File: config.mk
export PLATFORM = sky130hd
export DESIGN_NAME = cre_knot_ram
export DESIGN_NICKNAME = d
export VERILOG_FILES = /design/src/hw/rtl/cre_pkg.sv /design/src/hw/rtl/cre_knot_ram.sv
export SDC_FILE = /design/constraint.sdc
export NUM_CORES = 2
export LEC_CHECK = 0
export BUFFER_PORTS_ARGS = -buffer_cell sky130_fd_sc_hd__clkbuf_2
export CORE_MARGIN = 2
export CORE_UTILIZATION = 45
export DETAILED_ROUTE_END_ITERATION = 10
export MAX_ROUTING_LAYER = met4
export SYNTH_ARGS = -nofsm -noshare
export SYNTH_HDL_FRONTEND = slang
export SYNTH_MEMORY_MAX_BITS = 65536
export SYNTH_SLANG_ARGS = --single-unit
export TNS_END_PERCENT = 50
File: constraint.sdc
create_clock -name clk_i -period 4.9 [get_ports clk_i]
set_clock_uncertainty 0.05 [all_clocks]
set_input_delay 0.245 -clock clk_i [delete_from_list [all_inputs] [get_ports clk_i]]
set_output_delay 0.245 -clock clk_i [all_outputs]
set_load 0.03 [all_outputs]
File: src/hw/rtl/cre_pkg.sv
// Catmull-Rom spline evaluator: shared types and fixed field widths.
// No dependencies; imported by the interfaces and all RTL modules.
`default_nettype none

package cre_pkg;

  // Operation carried by an input word.
  typedef enum logic [0:0] {
    FUNC_WRITE = 1'b0,
    FUNC_EVAL  = 1'b1
  } func_e;

  localparam int unsigned KNOT_INDEX_W = 8;
  localparam int unsigned SEGMENT_W    = 8;
  localparam int unsigned CFG_W        = 9;

  // Curve span: four knots per segment, n - 3 segments.
  localparam logic [CFG_W-1:0] MIN_KNOTS        = 9'd4;
  localparam logic [CFG_W-1:0] KNOT_COUNT_RESET = 9'd4;
  localparam logic [CFG_W-1:0] SEG_SPAN         = 9'd3;

endpackage

`default_nettype wire

File: src/hw/rtl/cre_knot_ram.sv
// Knot table split in four banks by index mod 4, so the four knots of a
// segment come out together in a single read. Depends on cre_pkg.
`default_nettype none

module cre_knot_ram
  import cre_pkg::*;
#(
  parameter int unsigned MAX_KNOTS = 256,
  parameter int unsigned KNOT_BITS = 16,
  parameter int unsigned SEG_BITS  = 9
) (
  input  wire logic                      clk_i,
  input  wire logic                      wr_en_i,
  input  wire logic [KNOT_INDEX_W-1:0]   wr_idx_i,
  input  wire logic [KNOT_BITS-1:0]      wr_data_i,
  input  wire logic                      rd_en_i,
  input  wire logic [SEG_BITS-1:0]       rd_seg_i,
  output      logic signed [KNOT_BITS-1:0] rd_knots_o [4]
);

  localparam int unsigned BANK_DEPTH = (MAX_KNOTS + 3) / 4;
  localparam int unsigned ADDR_W     = (BANK_DEPTH > 1) ? $clog2(BANK_DEPTH) : 1;

  logic                 wr_ok;
  logic [ADDR_W-1:0]    wr_addr;
  logic [KNOT_BITS-1:0] rd_q [4];
  logic [1:0]           rot_q;

  assign wr_ok   = wr_en_i && (32'(wr_idx_i) < MAX_KNOTS);
  assign wr_addr = ADDR_W'(wr_idx_i >> 2);

  for (genvar b = 0; b < 4; b++) begin : g_bank
    logic [KNOT_BITS-1:0] mem [BANK_DEPTH];
    logic [1:0]           rd_off;
    logic [SEG_BITS-1:0]  rd_sum;
    logic [ADDR_W-1:0]    rd_addr;

    // bank b holds the knot seg+rd_off of the window
    assign rd_off  = 2'(b) - rd_seg_i[1:0];
    assign rd_sum  = rd_seg_i + SEG_BITS'(rd_off);
    assign rd_addr = ADDR_W'(rd_sum >> 2);

    always_ff @(posedge clk_i) begin
      if (wr_ok && (wr_idx_i[1:0] == 2'(b))) begin
        mem[wr_addr] <= wr_data_i;
      end
    end

    always_ff @(posedge clk_i) begin
      if (rd_en_i) begin
        rd_q[b] <= mem[rd_addr];
      end
    end
  end

  always_ff @(posedge clk_i) begin
    if (rd_en_i) begin
      rot_q <= rd_seg_i[1:0];
    end
  end

  // put the banks back in knot order
  always_comb begin
    for (int j = 0; j < 4; j++) begin
      rd_knots_o[j] = $signed(rd_q[2'(rot_q + 2'(j))]);
    end
  end

endmodule

`default_nettype wire

=== After elaboration in Yosys (flattened, before gate mapping) ===
Memory sizes are Yosys's and may differ from the RTL's. A register that Yosys moved wholly into a read port is not among the register bits.
Index checks and enable logic that the tools add are counted.

* Bits in registers: 2
* Bits in writable memories: 4160
* Input port bits: 36
* Output and inout bits: 64
* Word-level logic and storage cells: 36
* Memories: 5

{| class="wikitable"
|+ Memory list
! memory !! words !! bits a word !! rd ports !! clocked after memory_dff !! wr ports !! line !! text
|-
| g_bank[0].mem || 64 || 16 || 1 || 0 || 1 || cre_knot_ram.sv:33 || <nowiki>logic [KNOT_BITS-1:0] mem [BANK_DEPTH];</nowiki>
|-
| g_bank[1].mem || 64 || 16 || 1 || 0 || 1 || cre_knot_ram.sv:33 ||
|-
| g_bank[2].mem || 64 || 16 || 1 || 0 || 1 || cre_knot_ram.sv:33 ||
|-
| g_bank[3].mem || 64 || 16 || 1 || 0 || 1 || cre_knot_ram.sv:33 ||
|-
| rd_q || 4 || 16 || 4 || 1 || 4 || cre_knot_ram.sv:26 || <nowiki>logic [KNOT_BITS-1:0] rd_q [4];</nowiki>
|}

* Add/subtract/negate cells: 11
* Eq/ne operators: 3
* Mux-type cells: 11
* Reductions and logical operators: 5

{| class="wikitable"
|+ Operators with widths
! cell !! number
|-
| $add A8 B2 Y8 || 4
|-
| $mux W1 || 10
|-
| $add A2 B2 Y2 const B || 2
|-
| $eq A2 B2 Y1 const B || 2
|-
| $logic_and A1 B1 Y1 || 4
|-
| $sub A1 B2 Y2 const A || 2
|-
| $sub A2 B2 Y2 const A || 2
|-
| $add A2 B1 Y2 const B || 1
|-
| $eq A2 B1 Y1 const B || 1
|-
| $logic_not A2 Y1 || 1
|-
| $mux W2 || 1
|}

=== Longest topological paths before layout ===
* Depth in word-level cells: 4
* Gate-level depth with buffers: 14
* Depth with buffers taken out: 9

=== Least setup slack after synthesis ===
Ideal clock, no wire load.

* Kind: input-to-reg
* From: in rd_seg_i[0]
* To: mem rd_q[0][3], data pin
* Setup time: 0.256 ns
* Arrival: 2.826 ns
* Data required time: 4.594 ns
* Setup slack: 1.767 ns
* Stages: 10
* Buffers on the path: 2
* Cell sequence: clkbuf_1 inv_1 ha_1 xor2_2 o21ai_1 clkbuf_1 mux2_2 o211ai_1 a211oi_1 o22a_1

{| class="wikitable"
|+ RTL lines
! item !! line !! text
|-
| start: declaration || cre_knot_ram.sv:17 || <nowiki>input wire logic [SEG_BITS-1:0] rd_seg_i,</nowiki>
|-
| end: declaration || cre_knot_ram.sv:26 ||
|}

==> reports/results.ini <==
[sta]
setup_viol = 0
period_share_pct = 87.03
rsz0062_at_grt = false
relSlewSlack_pct = 5.051
max_freq_mhz = 234.5
setup-tns-final_ns = 0
hold_viol_final = 0
tightestPinTransition_ns = 1.421
fin_crit_ns = 4.265
drv_slew = 0

[run_status]
status = finished, final reports clean

[routing]
drt_iter0_drc = 11213
vias_per_cell = 6.211
via_count = 82305
ant_nets = 0
wl_per_cell_um = 35.16
drt-total-wl_um = 466000
dr.pass1.iters = 9
drc = 0

[hold_path]
hp-class = in2reg
min_path_cells = 6

[clock_tree]
clock_path_buffers = 4
post_cts_resized = 0
clk_pin_slew_ns = 0.06
cts_tree = yes
root_buffer = clkbuf_16
htree_levels = 5
clock_latency_ns = 1.03
numCtsBuffers = 427
clock_sinks = 4164

[setup_path]
critical_path_class = in2reg
r2r_cells = 4
worstSetupEndpointType = flop
worstPathArrival_ns = 4.88
cp.required_ns = 5.51
cp_max_fo = 28
startpoint_type = primary input

[floorplanning]
die_h_um = 605.2
die-area_um2 = 366200
rows = 220
pin_count = 100
coreArea_um2 = 359500
start_util_pct = 45.24
die_x_um = 605.2

[power_and_ir_drop]
power.static_leakage_nw = 58.46
powerDensity_nw_per_um2 = 414.8
comb_power_share_pct = 8.2
seqPwrFrac_pct = 51.4
p_int_mw = 59.35
power_switching_mw = 17.75
p_total_mw = 77.10
switching_share_pct = 23.02
ir_drop_uv = 320.5
pwr-share-clk_pct = 40.4

[global_route]
grt-ovfl-total = 0
grt_max_degree = 177
track_usage_pct = 26.09
grt_pass1_vias = 80619
antenna_found_initial = 27
grt_pass1_wl_um = 645000

[logic_synthesis]
netlist-cell-type-count = 79
synthTopCellsByArea = edfxtp_1 77%, mux4_2 14%, mux2i_1 2.1%
ys_seq_area_share_pct = 76.88
synth_common_cells = 4162 x edfxtp_1, 1012 x mux4_2, 399 x nand2_1
async_flop_share_pct = 0
synth-edff-count = 4162
synth_flop_cell = edfxtp_1
ys_ff_latch = 4164
syn_area_um2 = 162600
syn_nets = 7585
synthMostInstantiatedCell = edfxtp_1
synth_top_cell_by_area = edfxtp_1
yosysTopAreaCellShare_pct = 76.85
yosys_warnings = 0
syn_avg_cell_area_um2 = 21.56
syn_inst = 7544

[place]
gp_congestion = 0.8682
dpl.hpwl_um = 277800
port_buffers = 98

[layout]
final_layout_size_suffix_gt1_share_pct = 29.03
syn2layout_area_growth_pct = 14.29
fillers = 28064
finish.net_count = 8145

[flow_run]
maxCapViolCount = 0

[metrics by stage]
stage | utilization, % | setup slack [ns] | area [um^2] | instances | hold WS, ns
3_3_place_gp | 47.93 | 0.2307 | 172300 | 12429 | 0.6691
6_report | 51.70 | 0.6354 | 185900 | 13251 | 0.1869
4_1_cts | 51.69 | 0.7167 | 185800 | 13233 | 0.1201
3_5_place_dp | 47.93 | 0.2611 | 172300 | 12429 | 0.6784
5_1_grt | 51.70 | 0.5831 | 185800 | 13244 | 0.1605
2_1_floorplan | - | 1.768 | 162600 | 7544 | 0.2939
[metal layers]
| layer | up-vias | global-route usage, % | routed length (um) |
|---|---|---|---|
| met4 | 0 | 10.76 | 21880 |
| met3 | 816 | 4.480 | 40850 |
| met1 | 44374 | 35.06 | 182600 |
| met2 | 4121 | 39.82 | 220600 |
| li1 | 32994 | - | - |
| met5 | - | - | 0 |
[layout by cell type (no fill, tap or decap), drive strengths merged, types with 30 or more instances in the layout]
| cell | n |
|---|---|
| buf | 483 |
| mux2i | 342 |
| edfxtp | 4162 |
| a221oi | 81 |
| o211ai | 59 |
| clkbuf | 606 |
| nand4 | 33 |
| a31oi | 30 |
| clkinv | 206 |
| nand3 | 90 |
| nand2 | 400 |
| o21ai | 45 |
| mux2 | 49 |
| nor2 | 291 |
| a21oi | 95 |
| mux4 | 1012 |
[sequential cells by signal, summed over array words and instances (netlist names), named ones only]
name        flops
rot_q           2
rd_q           64
g_bank.mem   4096
[worst max-delay path, stage by stage]
cell and delay, ns:
dlygate4sd3_1 0.53, clkbuf_2 0.40, inv_1 0.13, ha_1 0.37
nand3b_1 0.39, xnor2_4 0.30, buf_12 0.27, buf_4 0.41
mux2i_1 0.15, mux4_2 0.54, a21oi_1 0.20, a31oi_1 0.22
a22oi_1 0.64
[timing repair]
item,4_1_cts,5_1_grt
setup buffers,0,0
hold endpoints to repair,1694,0
hold buffers,19,0
[power groups by stage]
stage                     sequential [mW]  clock, mW  combinational, mW
after CTS                            39.6       31.5               6.35
after global placement               40.4          0               6.25
after global routing                 39.6       32.9               6.59
after floorplan                      40.2          0               3.59
final                                39.6       31.2               6.32
after detailed placement             40.4          0               6.32
[layout make-up]
cell class	count	area [um^2]	share of cell area, %
Inverter	4	15.01	0.008078
Timing Repair Buffer	579	5095	2.741
Tap cell	4773	5972	3.213
Sequential cell	4164	125000	67.26
Clock inverter	256	2115	1.138
Multi-Input combinational cell	2928	36410	19.59
Clock buffer	529	11200	6.024
Antenna cell	18	45.04	0.02423
[final timing paths]
path / startpoint / to / slack, ns
setup / recovery: rd_seg_i[0] / rd_q[0][13] / 0.64
setup reg to reg: g_bank[1].mem[35][9] / rd_q[1][9] / 1.98
hold reg to reg: g_bank[0].mem[33][4] / rd_q[0][4] / 0.84
hold / removal: rd_seg_i[5] / rd_q[1][12] / 0.19
[logic make-up after synthesis]
family          synth area share (%)
mux                            16.46
simple gates                   2.345
compound gates                 2.747
flops                          76.88
xor+xnor                      0.2185
fa+ha+maj                    0.03847
buf+inv                        1.316
No activity file was read; power rests on OpenSTA's default activity.
